$ cat src/design/snp_pkg.sv
// snp_pkg: types, codes and constants of the size number parser
// used by snp_step, size_number_parser and snp_checker

package snp_pkg;

	localparam int CH_W    = 8;
	localparam int VALUE_W = 32;
	localparam int OUTC_W  = 2;

	typedef enum logic [1:0] {
		PH_START = 2'd0,
		PH_ZERO  = 2'd1,
		PH_BODY  = 2'd2,
		PH_DROP  = 2'd3
	} phase_t;

	typedef enum logic [1:0] {
		RADIX_DEC = 2'd0,
		RADIX_OCT = 2'd1,
		RADIX_HEX = 2'd2,
		RADIX_RSV = 2'd3
	} radix_t;

	localparam logic [OUTC_W-1:0] OUTC_NUL     = 2'd0;
	localparam logic [OUTC_W-1:0] OUTC_COMMA   = 2'd1;
	localparam logic [OUTC_W-1:0] OUTC_SPACE   = 2'd2;
	localparam logic [OUTC_W-1:0] OUTC_INVALID = 2'd3;

	localparam logic [CH_W-1:0] CH_NUL   = 8'h00;
	localparam logic [CH_W-1:0] CH_COMMA = 8'h2c;
	localparam logic [CH_W-1:0] CH_SPACE = 8'h20;

	typedef struct packed {
		logic [VALUE_W-1:0] accum;
		radix_t             radix;
		phase_t             phase;
	} parse_state_t;

	typedef struct packed {
		logic               emit;
		logic [VALUE_W-1:0] value;
		logic [OUTC_W-1:0]  outcome;
	} step_res_t;

	localparam parse_state_t STATE_RESET = '{accum: '0, radix: RADIX_DEC, phase: PH_START};

endpackage

$ cat src/design/snp_step.sv
// snp_step: one-character update of the parser state and result decode
// depends on snp_pkg

module snp_step (
	input  logic [snp_pkg::CH_W-1:0] ch,
	input  snp_pkg::parse_state_t    cur,
	output snp_pkg::parse_state_t    nxt,
	output snp_pkg::step_res_t       res
);

	logic                        is_term;
	logic [snp_pkg::OUTC_W-1:0]  term_code;
	logic                        is_digit;
	logic [3:0]                  digit;
	logic                        use_body;
	snp_pkg::radix_t             radix_eff;
	logic [snp_pkg::VALUE_W-1:0] acc;
	logic [snp_pkg::VALUE_W-1:0] scaled;

	always_comb begin
		is_term   = 1'b1;
		term_code = snp_pkg::OUTC_NUL;
		case (ch)
			snp_pkg::CH_NUL:   term_code = snp_pkg::OUTC_NUL;
			snp_pkg::CH_COMMA: term_code = snp_pkg::OUTC_COMMA;
			snp_pkg::CH_SPACE: term_code = snp_pkg::OUTC_SPACE;
			default:           is_term   = 1'b0;
		endcase
	end

	always_comb begin
		is_digit = 1'b1;
		digit    = '0;
		if (ch inside {["0":"9"]}) begin
			digit = 4'(ch - 8'h30);
		end else if (ch inside {["a":"f"]}) begin
			digit = 4'(ch - 8'h57);
		end else if (ch inside {["A":"F"]}) begin
			digit = 4'(ch - 8'h37);
		end else begin
			is_digit = 1'b0;
		end
	end

	always_comb begin
		acc = cur.accum;
		case (radix_eff)
			snp_pkg::RADIX_OCT: scaled = acc << 3;
			snp_pkg::RADIX_HEX: scaled = acc << 4;
			default:            scaled = (acc << 3) + (acc << 1);
		endcase
	end

	always_comb begin
		nxt       = cur;
		res       = '{emit: 1'b0, value: '0, outcome: snp_pkg::OUTC_NUL};
		use_body  = 1'b0;
		radix_eff = cur.radix;
		case (cur.phase)
			snp_pkg::PH_START: begin
				if (ch == 8'h30) begin
					nxt.accum = '0;
					nxt.radix = snp_pkg::RADIX_OCT;
					nxt.phase = snp_pkg::PH_ZERO;
				end else begin
					radix_eff = snp_pkg::RADIX_DEC;
					use_body  = 1'b1;
				end
			end
			snp_pkg::PH_ZERO: begin
				if (ch == 8'h78 || ch == 8'h58) begin
					nxt.radix = snp_pkg::RADIX_HEX;
					nxt.phase = snp_pkg::PH_BODY;
				end else begin
					use_body = 1'b1;
				end
			end
			snp_pkg::PH_BODY: use_body = 1'b1;
			default: begin
				if (is_term) begin
					nxt = snp_pkg::STATE_RESET;
				end
			end
		endcase

		if (use_body) begin
			nxt.radix = radix_eff;
			nxt.phase = snp_pkg::PH_BODY;
			if (is_term) begin
				res = '{emit: 1'b1, value: cur.accum, outcome: term_code};
				nxt = snp_pkg::STATE_RESET;
			end else if (is_digit) begin
				nxt.accum = scaled + snp_pkg::VALUE_W'(digit);
			end else if (ch == 8'h6b || ch == 8'h4b) begin
				nxt.accum = cur.accum << 10;
			end else if (ch == 8'h6d || ch == 8'h4d) begin
				nxt.accum = cur.accum << 20;
			end else if (ch == 8'h67 || ch == 8'h47) begin
				nxt.accum = cur.accum << 30;
			end else begin
				res = '{emit: 1'b1, value: '0, outcome: snp_pkg::OUTC_INVALID};
				nxt = '{accum: '0, radix: snp_pkg::RADIX_DEC, phase: snp_pkg::PH_DROP};
			end
		end
	end

endmodule

$ cat src/design/size_number_parser.sv
// size_number_parser: top level of the character-serial size number parser
// depends on snp_pkg and snp_step

// Takes one character per word and returns one word per number: the value
// modulo 2^32 and how it ended (NUL, comma, space or invalid character).
// A leading 0 selects octal, 0x/0X hex, else decimal; k/m/g shift left by
// 10/20/30. After an invalid character, input is dropped up to and including
// the next terminator. One character is taken every cycle unless input
// stalls; a character moves from the input register through the state
// update to the result register. Input stalls only while a result word
// waits unaccepted in the output register and the character in the input
// register would produce another one.

module size_number_parser (
	input  logic        clk,
	input  logic        arst_n,
	input  logic        s_tvalid,
	output logic        s_tready,
	input  logic [7:0]  s_tdata,   // [7:0] ch
	output logic        m_tvalid,
	input  logic        m_tready,
	output logic [31:0] m_tdata,   // [31:0] value
	output logic [1:0]  m_tuser    // [1:0] outcome
);

	logic [snp_pkg::CH_W-1:0]    ch_s1;
	logic                        vld_s1;
	snp_pkg::parse_state_t       state_q;
	snp_pkg::parse_state_t       state_nxt;
	snp_pkg::step_res_t          res;
	logic [snp_pkg::VALUE_W-1:0] value_q;
	logic [snp_pkg::OUTC_W-1:0]  outcome_q;
	logic                        out_vld_q;
	logic                        advance;

	snp_step u_step (
		.ch  (ch_s1),
		.cur (state_q),
		.nxt (state_nxt),
		.res (res)
	);

	assign advance  = vld_s1 && (!res.emit || !out_vld_q || m_tready);
	assign s_tready = !vld_s1 || advance;

	always_ff @(posedge clk or negedge arst_n) begin
		if (!arst_n) begin
			vld_s1 <= 1'b0;
		end else if (s_tready) begin
			vld_s1 <= s_tvalid;
		end
	end

	always_ff @(posedge clk) begin
		if (s_tready && s_tvalid) begin
			ch_s1 <= s_tdata;
		end
	end

	always_ff @(posedge clk or negedge arst_n) begin
		if (!arst_n) begin
			state_q <= snp_pkg::STATE_RESET;
		end else if (advance) begin
			state_q <= state_nxt;
		end
	end

	always_ff @(posedge clk or negedge arst_n) begin
		if (!arst_n) begin
			out_vld_q <= 1'b0;
		end else if (advance && res.emit) begin
			out_vld_q <= 1'b1;
		end else if (m_tready) begin
			out_vld_q <= 1'b0;
		end
	end

	always_ff @(posedge clk) begin
		if (advance && res.emit) begin
			value_q   <= res.value;
			outcome_q <= res.outcome;
		end
	end

	assign m_tvalid = out_vld_q;
	assign m_tdata  = value_q;
	assign m_tuser  = outcome_q;

endmodule

$ cat config.mk
export PLATFORM = sky130hd
export DESIGN_NAME = size_number_parser
export DESIGN_NICKNAME = d
export VERILOG_FILES = /design/src/design/snp_pkg.sv /design/src/design/snp_step.sv /design/src/design/size_number_parser.sv
export SDC_FILE = /design/constraint.sdc
export NUM_CORES = 1
export LEC_CHECK = 0
export BUFFER_PORTS_ARGS = -buffer_cell sky130_fd_sc_hd__clkbuf_2
export CAP_MARGIN = 20
export CELL_PAD_IN_SITES_DETAIL_PLACEMENT = 1
export CELL_PAD_IN_SITES_GLOBAL_PLACEMENT = 1
export CORE_ASPECT_RATIO = 1.5
export CORE_UTILIZATION = 51
export CTS_CLUSTER_SIZE = 30
export DETAILED_ROUTE_END_ITERATION = 10
export GPL_TIMING_DRIVEN = 0
export PLACE_DENSITY_LB_ADDON = 0.1
export SYNTH_ARGS = -nofsm -noshare
export SYNTH_HDL_FRONTEND = slang
export SYNTH_SLANG_ARGS = --single-unit
$ cat constraint.sdc
create_clock -name clk -period 16.2 [get_ports clk]
set_clock_uncertainty 0.05 [all_clocks]
set_input_delay 3.24 -clock clk [delete_from_list [all_inputs] [get_ports clk]]
set_output_delay 3.24 -clock clk [all_outputs]
set_load 0.05 [all_outputs]
==> metrics.cfg, run 1 <==
[power]
power_mw=1.14
p_leak_nw=3.19
p_per_area_nw_per_um2=153
vdd_ir_drop_max_uv=86.5

[sta]
fin_crit_sh_pct=47.1
slew_viol_final=0
slew_headroom_pct=47.0
hold_viol=0
tightest_slew_ps=790
setup_viol=0
grt_setup_unrepaired=false
timing.fmax_ghz=0.131
tns_ps=0
fin_crit_ps=7630

[routing]
wl_per_cell_um=23.9
drt_iter0_markers=470
antenna_left=0
num_vias=6710
totalWireLength_mm=23.3
drcViolationCount=0
dr.pass1.iters=5
avgViaCountPerCell=6.90

[layout]
regArea_um2=2210
synthToLayoutAreaGrowth_pct=12.2
fill_cells=1511
drive_gt1_share_pct=12.5
nets=868
fin_area_um2=7450
multi_input_area_um2=4160
diodes=0

[setup_path]
startpoint_type=flop
critPathKind=flop to flop
crit_required_ps=16370
end_kind=flop
critPathArrivalTime_ps=7800
path_max_fanout=10

[yosys]
synth_async_sr_flop_share_pct=47.5
ys_warn_count=0
synth_edf_count=42
ys.flop_type=edfxtp_1
synth-seq-cells=80
syn-num-nets=807
syn_area_per_cell_um2=8.85
syn_inst=751
seq_area_frac_synth_pct=33.3
synth_area_um2=6650
synthDistinctLibCells=79

[clock_tree]
post_cts_resized=0
cts_buffers=9
ctsHoldBuffers=0
htreeDepth=3
clock_sink_count=80
clock_path_buffers=2
clkTransAtPathRegs_ps=70
cts_setup_buffers=0
cts_tree=built
clock_latency_ps=350
cts-root-buf=clkbuf_16

[grt]
track_usage_pct=35.2
gr-total-overflow=0
grt_pass1_wl_mm=36.1
grt_pass1_vias=6874
antenna_found_initial=0
grt_max_degree=39

[run_status]
outcome=finished clean

[placement]
dpl.hpwl_mm=17.3
port_buffers=47
place.gp.congestion=0.943
post_dp_cell_area_um2=7100

[flow_run]
maxCapViolCount=0

[floorplanning]
die_y_um=142
start_util_pct=52.8
row_count=50
fp.coreArea_um2=12600
die_area_um2=13500
die_x_um=95.2
ios=48

[worst_hold_path]
hold_class=flop to flop

worst max-delay path: stages (launching register included):
cell      delay, ps
edfxtp_1        360
clkbuf_1        220
or2_2           380
o41ai_1         610
nand2_1         320
ha_1            360
buf_2           210
buf_2           290
buf_2           260
buf_2           250
buf_2           250
buf_1           380
clkbuf_1        460
and2_1          210
ha_1            180
inv_1            60
fa_1            380
nor2b_1         180
o21bai_1        170
nor4_1          500
nand2b_1        280
nor3_4          330
nand2_1         220
nor4_1          460
o31ai_1         110
registers in the layout, indices dropped and copies added (netlist names):
| name | cells |
|---|---|
| m_tuser | 2 |
| ch_s1 | 8 |
| state_q | 36 |
| m_tdata | 32 |
| m_tvalid | 1 |
| vld_s1 | 1 |
final cells by class:
cell class	instances	share of cell area, %
multi-input cells	604	55.8
flip-flops and latches	80	29.7
repair buffers	50	3.73
clock buffers	9	3.02
plain buffers	49	2.79
well taps	156	2.62
clock inverters	7	1.43
inverters	18	0.906
per-stage QoR:
step | setup WS, ps | hold WS, ps | utilization, % | cells
floorplan | 8980 | 400 | - | 751
global placement | 8860 | 418 | 56.3 | 954
detailed placement | 8790 | 440 | 56.5 | 956
CTS | 8690 | 456 | 59.1 | 972
global route | 8010 | 482 | 59.3 | 973
finish | 8570 | 455 | 59.3 | 973
placed cells by master, fill, tap and decap left out, types with 18 or more instances in the layout:
cell / count
and3_1: 40
o21ai_0: 43
clkbuf_2: 48
nor2_1: 39
a21o_1: 20
nand3_1: 20
dfrtp_1: 38
ha_1: 42
inv_1: 18
xnor2_1: 21
edfxtp_1: 42
a22oi_1: 19
a221oi_1: 19
a21oi_1: 50
clkbuf_1: 33
nand2_1: 71
cells by family (layout without fill, tap and decap cells):
family | after synthesis | count (layout) | synth area share [%]
buf+inv | 67 | 133 | 4.14
xor+xnor | 33 | 33 | 4.35
simple gates | 264 | 264 | 21.8
compound gates | 261 | 261 | 27.6
fa+ha+maj | 44 | 44 | 8.51
mux | 2 | 2 | 0.320
flops | 80 | 80 | 33.3
synthesized netlist by cell type (all sizes together), types with 9 or more instances:
| library cell | number | share of area [%] |
|---|---|---|
| dfrtp | 38 | 14 |
| a21o | 20 | 2.3 |
| nand2b | 11 | 1.0 |
| clkbuf | 34 | 1.9 |
| nor4 | 10 | 0.94 |
| o21a | 12 | 1.5 |
| xnor2 | 21 | 2.8 |
| inv | 18 | 1.0 |
| a22oi | 19 | 2.1 |
| nand3 | 20 | 1.5 |
| a221oi | 19 | 2.5 |
| ha | 42 | 7.9 |
| edfxtp | 42 | 19 |
| nor2b | 10 | 0.94 |
| buf | 15 | 1.2 |
| xor2 | 12 | 1.6 |
| and3 | 40 | 3.8 |
| o31ai | 9 | 1.0 |
| nor3 | 14 | 1.6 |
| nand2 | 71 | 4.0 |
| nor2 | 39 | 2.2 |
| o21ai | 49 | 3.7 |
| a21oi | 50 | 3.8 |
path summary, 6_finish.rpt:
| check | cells after the start | slack, ps | startpoint | to |
|---|---|---|---|---|
| worst min register to register | 2 | 460 | state_q[35] | state_q[35] |
| max in group asynchronous | 2 | 12960 | arst_n | state_q[33] |
| worst min-delay path | 2 | 460 | state_q[35] | state_q[35] |
| worst max-delay path | 24 | 8570 | ch_s1[3] | state_q[35] |
| min in group asynchronous | 1 | 2680 | arst_n | vld_s1 |
| worst max register to register | 24 | 8570 | ch_s1[3] | state_q[35] |
power by group:
group	internal, mW	total [mW]	switching [mW]	leakage, nW
clock	0.138	0.232	0.0936	0.163
combinational	0.179	0.612	0.433	2.11
sequential	0.260	0.299	0.0389	0.921
layer usage:
| layer | track usage (%) | up-vias | share of wire [%] | wire [um] |
|---|---|---|---|---|
| met3 | 4.23 | 98 | 3.7 | 868 |
| met2 | 65.0 | 254 | 53 | 12400 |
| met4 | 17.8 | 0 | 5.4 | 1260 |
| met1 | 38.2 | 3321 | 37 | 8690 |
| li1 | - | 3037 | - | - |
| met5 | 0 | - | 0 | 0 |
No activity file was read; power rests on OpenSTA's default activity.
==> run 2, diff against run 1 <==
--- a/config.mk
+++ b/config.mk
@@ -5,12 +5,13 @@
 export SDC_FILE = /design/constraint.sdc
 export NUM_CORES = 1
 export LEC_CHECK = 0
+export ABC_AREA = 1
 export BUFFER_PORTS_ARGS = -buffer_cell sky130_fd_sc_hd__clkbuf_2
 export CAP_MARGIN = 20
 export CELL_PAD_IN_SITES_DETAIL_PLACEMENT = 1
 export CELL_PAD_IN_SITES_GLOBAL_PLACEMENT = 1
 export CORE_ASPECT_RATIO = 1.5
-export CORE_UTILIZATION = 51
+export CORE_UTILIZATION = 45
 export CTS_CLUSTER_SIZE = 30
 export DETAILED_ROUTE_END_ITERATION = 10
 export GPL_TIMING_DRIVEN = 0
==> constraint.sdc (replaced) <==
create_clock -name clk -period 7.8 [get_ports clk]
set_clock_uncertainty 0.05 [all_clocks]
set_input_delay 1.56 -clock clk [delete_from_list [all_inputs] [get_ports clk]]
set_output_delay 1.56 -clock clk [all_outputs]
set_load 0.05 [all_outputs]
==> metrics.cfg, run 2 <==
[power]
p_leak_nw=4.08  ; was 3.19 nW
p_per_area_nw_per_um2=387  ; was 153 nW/um2
vdd_ir_drop_max_uv=294  ; was 86.5 uV

[yosys]
synth_area_um2=7630  ; was 6650 um2
synth-xor-area-share_pct=0.459  ; was 4.35%
syn-num-nets=1196  ; was 807
synthAdderAreaFrac_pct=7.41  ; was 8.51%
synth_area_leaders=edfxtp_1, nand2_1, dfrtp_1, inv_1, nand3_1  ; was edfxtp_1, dfrtp_1, ha_1, nand2_1, a21oi_1
synth_compound_area_share_pct=11.5  ; was 27.6%
synthDistinctLibCells=52  ; was 79
synth_edf_count=42  ; unchanged
synth_async_sr_flop_share_pct=47.5  ; unchanged
synth_top_area_cell=edfxtp_1  ; unchanged
ys.flop_type=edfxtp_1  ; unchanged
synth_commonest_cells=nand2_1, inv_1, nand3_1  ; was nand2_1, a21oi_1, o21ai_0
synth-seq-cells=80  ; unchanged
muxShareOfSynthArea_pct=0  ; was 0.320%
synthSimpleGateAreaFrac_pct=39.1  ; was 21.8%
synth_top_family_by_area=simple AND/OR/NAND/NOR gates  ; was compound AO/OA/AOI/OAI gates
syn_inst=1140  ; was 751
synthDominantCellAreaShare_pct=16.5  ; was 19.0%
ys_warn_count=0  ; unchanged
syn_area_per_cell_um2=6.69  ; was 8.85 um2
seq_area_frac_synth_pct=29.0  ; was 33.3%
yosysMostFrequentCell=nand2_1  ; unchanged

[sta]
setup_viol=0  ; unchanged
timing.fmax_ghz=0.179  ; was 0.131 GHz
tightest_slew_ps=679  ; was 790 ps
fin_crit_sh_pct=71.8  ; was 47.1%
tns_ps=0  ; unchanged
slew_headroom_pct=54.7  ; was 47.0%
hold_viol=0  ; unchanged
grt_setup_unrepaired=false  ; unchanged
fin_crit_ps=5600  ; was 7630 ps
whs_ps=444  ; was 455 ps
slew_viol_final=0  ; unchanged

[placement]
post_dp_cell_area_um2=8150  ; was 7100 um2
dpl.hpwl_mm=21.5  ; was 17.3 mm
dp_cells=1394  ; was 956
port_buffers=47  ; unchanged
place.gp.congestion=0.913  ; was 0.943

[setup_path]
critPathArrivalTime_ps=5780  ; was 7800 ps
critPathKind=flop to flop  ; unchanged
path_max_fanout=10  ; unchanged
path_common_cell=nand2_1  ; was buf_2
cp_slowest_cell=buf_1  ; was o41ai_1
end_kind=flop  ; unchanged
slowest_delay_ps=560  ; was 610 ps
crit_required_ps=7970  ; was 16370 ps
startpoint_type=flop  ; unchanged

[layout]
nets=1256  ; was 868
final_cell_mix=nand2_1, inv_1, nand3_1  ; was nand2_1, a21oi_1, clkbuf_2
layout_commonest_cell=nand2_1  ; unchanged
fin_area_um2=8510  ; was 7450 um2
largest_reg_flops=36  ; unchanged
largest-register=state_q  ; unchanged
drive_gt1_share_pct=13.8  ; was 12.5%
fill_cells=2248  ; was 1511
final_util_pct=51.9  ; was 59.3%
regArea_um2=2210  ; unchanged
diodes=0  ; unchanged
multi_input_area_um2=4460  ; was 4160 um2
synthToLayoutAreaGrowth_pct=11.5  ; was 12.2%
final_cells=1411  ; was 973

[run_status]
outcome=finished clean  ; unchanged

[floorplanning]
fp.coreArea_um2=16400  ; was 12600 um2
ios=48  ; unchanged
die_y_um=161  ; was 142 um
start_util_pct=46.5  ; was 52.8%
die_x_um=108  ; was 95.2 um
die_area_um2=17500  ; was 13500 um2
row_count=57  ; was 50

[clock_tree]
clock_latency_ps=340  ; was 350 ps
clock_sink_count=80  ; unchanged
cts_tree=built  ; unchanged
clkTransAtPathRegs_ps=60  ; was 70 ps
cts-root-buf=clkbuf_16  ; unchanged
htreeDepth=3  ; unchanged
clock_path_buffers=2  ; unchanged
cts_setup_buffers=0  ; unchanged
post_cts_resized=0  ; unchanged
cts_buffers=9  ; unchanged
ctsHoldBuffers=0  ; unchanged

[routing]
dr.pass1.iters=6  ; was 5
num_vias=7965  ; was 6710
avgViaCountPerCell=5.64  ; was 6.90
totalWireLength_mm=26.7  ; was 23.3 mm
drcViolationCount=0  ; unchanged
antenna_left=0  ; unchanged
wl_per_cell_um=18.9  ; was 23.9 um
drt_iter0_markers=556  ; was 470

[grt]
antenna_found_initial=0  ; unchanged
grt_pass1_vias=8299  ; was 6874
grt_max_degree=39  ; unchanged
met1_usage_pct=36.5  ; was 38.2%
grt_pass1_wl_mm=42.6  ; was 36.1 mm
gr-usage-met2_pct=57.4  ; was 65.0%
grt.busiest_layer=met2  ; unchanged
use_met3_pct=3.27  ; was 4.23%
gr-total-overflow=0  ; unchanged
track_usage_pct=32.2  ; was 35.2%

[worst_hold_path]
hold_class=flop to flop  ; unchanged

[flow_run]
maxCapViolCount=0  ; unchanged

## run 2: cell types whose count changed in the layout (fill, tap and decap cells not counted), moves of 23 or more
cell,delta
nand3_1,+86
nor3_1,+26
a21oi_1,-23
and3_1,-40
nand2_1,+249
nor2_1,+45
inv_1,+173
## run 2: area by class of cell
class	instances	area share (%)
Timing Repair Buffer	49	3.32
Clock inverter	5	1.25
Inverter	206	9.12
Multi-Input combinational cell	825	52.4
Buffer	29	2.12
Sequential cell	80	26.0
Clock buffer	11	2.74
Tap cell	206	3.03
## run 2: kinds of logic (layout without fill, tap and decap cells)
family	after synthesis	in the layout
XOR/XNOR	4	4
flip-flops	80	80
buffers and inverters	235	300
adder cells (fa/ha/maj)	44	44
AO/OA/AOI/OAI	137	137
AND/OR/NAND/NOR	640	640
## run 2: routing by layer
metal	vias to the layer above	share of wire, %
met5	-	0
met4	0	6.1
met3	90	3.2
met2	204	51
met1	3820	40
li1	3851	-
## run 2: where the power goes
group	total (mW)	switching (mW)	internal (mW)
combinational	2.07	1.51	0.566
clock	0.491	0.177	0.314
sequential	0.729	0.125	0.605
## run 2: through the flow
stage | power [mW] | setup slack [ps]
floorplan | 2.18 | 3430
finish | 3.29 | 2200
detailed placement | 2.77 | 2310
global placement | 2.71 | 2390
CTS | 3.28 | 2200
global route | 3.52 | 1680
## run 2: path summary, 6_finish.rpt
check	start	endpoint	slack (ps)	cells past startpoint
setup / recovery	ch_s1[7]	state_q[35]	2200	32
hold / removal	state_q[35]	state_q[35]	440	2
setup reg to reg	ch_s1[7]	state_q[35]	2200	32
hold reg to reg	state_q[35]	state_q[35]	440	2
max in group asynchronous	arst_n	state_q[35]	6200	2
min in group asynchronous	arst_n	state_q[5]	1020	1
## run 2: critical path, delay by kind of cell, from the launching register on
kind | cells | cell delay (ps)
AOI/OAI and AO/OA | 1 | 190
buffers and inverters | 8 | 1450
adders and majority gates | 3 | 850
and+or+nand+nor | 20 | 2510
DFF | 1 | 410
==> run 3, diff against run 2 <==
==> constraint.sdc (replaced) <==
create_clock -name clk -period 5.2 [get_ports clk]
set_clock_uncertainty 0.05 [all_clocks]
set_input_delay 1.04 -clock clk [delete_from_list [all_inputs] [get_ports clk]]
set_output_delay 1.04 -clock clk [all_outputs]
set_load 0.05 [all_outputs]
==> metrics.cfg, run 3 (synthesized netlist as in run 2, its figures left out) <==
[run_status]
outcome=finished clean  ; unchanged

[setup_path]
reg2reg_slack_ps=440  ; was 2200 ps
critPathArrivalTime_ps=4930  ; was 5780 ps
startpoint_type=flop  ; unchanged
critPathKind=flop to flop  ; unchanged
path_max_fanout=10  ; unchanged
crit_required_ps=5370  ; was 7970 ps
end_kind=flop  ; unchanged

[power]
power.share.clock_pct=14.9  ; about the same
p_seq_share_pct=22.1  ; about the same
intPower_mw=2.23  ; was 1.48 mW
p_per_area_nw_per_um2=579  ; was 387 nW/um2
vdd_ir_drop_max_uv=441  ; was 294 uV
switching_share_pct=54.9  ; about the same
power.share.combinational_pct=63.0  ; about the same
p_leak_nw=4.10  ; was 4.08 nW
p_sw_mw=2.71  ; was 1.81 mW
power_mw=4.94  ; was 3.29 mW

[clock_tree]
cts_tree=built  ; unchanged
clock_sink_count=80  ; unchanged
clock_latency_ps=340  ; about the same
clock_path_buffers=2  ; unchanged
ctsHoldBuffers=0  ; unchanged
cts_buffers=9  ; unchanged
clkTransAtPathRegs_ps=60  ; about the same
htreeDepth=3  ; unchanged
cts-root-buf=clkbuf_16  ; unchanged

[grt]
grt_max_degree=39  ; unchanged
track_usage_pct=32.1  ; was 32.2%
gr-total-overflow=0  ; unchanged
grt_pass1_vias=8296  ; was 8299
antenna_found_initial=0  ; unchanged
grt_pass1_wl_mm=42.5  ; was 42.6 mm

[layout]
largest_reg_flops=36  ; unchanged
multi_input_area_um2=4470  ; was 4460 um2
drive_gt1_share_pct=14.1  ; was 13.8%
largest-register=state_q  ; unchanged
synthToLayoutAreaGrowth_pct=11.8  ; was 11.5%
final_cell_mix=nand2_1, inv_1, nand3_1  ; unchanged
layout_commonest_cell=nand2_1  ; unchanged
fill_cells=2243  ; was 2248
diodes=0  ; unchanged
regArea_um2=2210  ; unchanged
nets=1256  ; unchanged

[floorplanning]
start_util_pct=46.5  ; unchanged
row_count=57  ; unchanged
die_area_um2=17500  ; unchanged
die_y_um=161  ; unchanged
fp.coreArea_um2=16400  ; unchanged
die_x_um=108  ; unchanged
ios=48  ; unchanged

[routing]
dr.pass1.iters=5  ; was 6
num_vias=7981  ; was 7965
totalWireLength_mm=26.6  ; was 26.7 mm
drt_iter0_markers=487  ; was 556
avgViaCountPerCell=5.66  ; was 5.64
antenna_left=0  ; unchanged
wl_per_cell_um=18.9  ; about the same
drcViolationCount=0  ; unchanged

[sta]
slew_headroom_pct=58.9  ; was 54.7%
hold_viol=0  ; unchanged
fin_crit_ps=4760  ; was 5600 ps
setup_viol=0  ; unchanged
grt_setup_unrepaired=false  ; unchanged
fin_ws_ps=442  ; was 2200 ps
slew_viol_final=0  ; unchanged
tightest_slew_ps=614  ; was 679 ps
fin_crit_sh_pct=91.5  ; was 71.8%
timing.fmax_ghz=0.210  ; was 0.179 GHz

[flow_run]
maxCapViolCount=0  ; unchanged

[placement]
place.gp.congestion=0.913  ; unchanged
pre_cts_ws_ps=-291  ; was 2310 ps
port_buffers=47  ; unchanged
dpl.hpwl_mm=21.5  ; unchanged

[worst_hold_path]
hold_class=flop to flop  ; unchanged

==> run 3: metal layers <==
| metal | global-route usage, % | vias up | wire [um] |
|---|---|---|---|
| li1 | - | 3852 | - |
| met1 | 36.4 | 3845 | 10600 |
| met2 | 57.4 | 201 | 13600 |
| met3 | 3.31 | 83 | 871 |
| met4 | 18.9 | 0 | 1520 |
| met5 | 0 | - | 0 |
==> run 3: layout make-up <==
cell class              instances  share of cell area [%]
well taps                     206                    3.02
flip-flops and latches         80                    25.9
plain buffers                  26                    2.04
repair buffers                 52                    3.58
clock buffers                  11                    2.73
clock inverters                 5                    1.25
inverters                     206                    9.09
multi-input cells             825                    52.4
==> run 3: power groups by stage <==
stage          Sequential (mW)  Combinational, mW  Clock [mW]
2_1_floorplan             1.36               1.91           0
3_3_place_gp              1.10               2.97           0
3_5_place_dp              1.10               3.06           0
4_1_cts                   1.09               3.08       0.741
5_1_grt                   1.11               3.41       0.762
6_report                  1.09               3.11       0.734
==> run 3: final timing paths <==
check / endpoint / depth (start not counted) / start
setup / recovery: state_q[35] / 26 / ch_s1[0]
max in group asynchronous: state_q[35] / 2 / arst_n
min in group asynchronous: state_q[5] / 1 / arst_n
hold reg to reg: state_q[35] / 2 / state_q[35]
setup reg to reg: state_q[35] / 26 / ch_s1[0]
hold / removal: state_q[35] / 2 / state_q[35]
==> run 3: repair_timing <==
action | CTS | global route
gates resized for setup | 0 | 4
buffers inserted | 0 | 3
setup endpoints to repair | 15 | 17
pin swaps | 0 | 2
==> run 3: worst max-delay path: stages (launching register included) <==
cell,delay [ps]
edfxtp_1,490
inv_1,150
ha_1,210
inv_1,80
nor3_1,180
nor4_2,80
buf_4,150
nor2_4,160
clkbuf_1,420
clkbuf_1,430
nor2_1,90
ha_1,360
inv_1,60
o21bai_1,150
nand3_2,110
nor2_1,150
nand3_1,140
nor2_2,140
nand3_1,150
nor2_2,200
nand3_2,130
nor2_2,190
nand3_1,110
nand2_1,80
nand3_1,60
nand2_1,70
nand2_1,50
==> run 3: through the flow <==
stage | area (um2) | hold WS, ps | utilization, % | TNS (ps) | cells
final | 8530 | 444 | 52.0 | 0 | 1411
after global routing | 8530 | 481 | 52.0 | 0 | 1411
after CTS | 8480 | 448 | 51.7 | 0 | 1409
after detailed placement | 8150 | 431 | 49.7 | -1750 | 1394
after global placement | 8120 | 419 | 49.5 | -1150 | 1393
after floorplan | 7630 | 399 | - | 0 | 1140
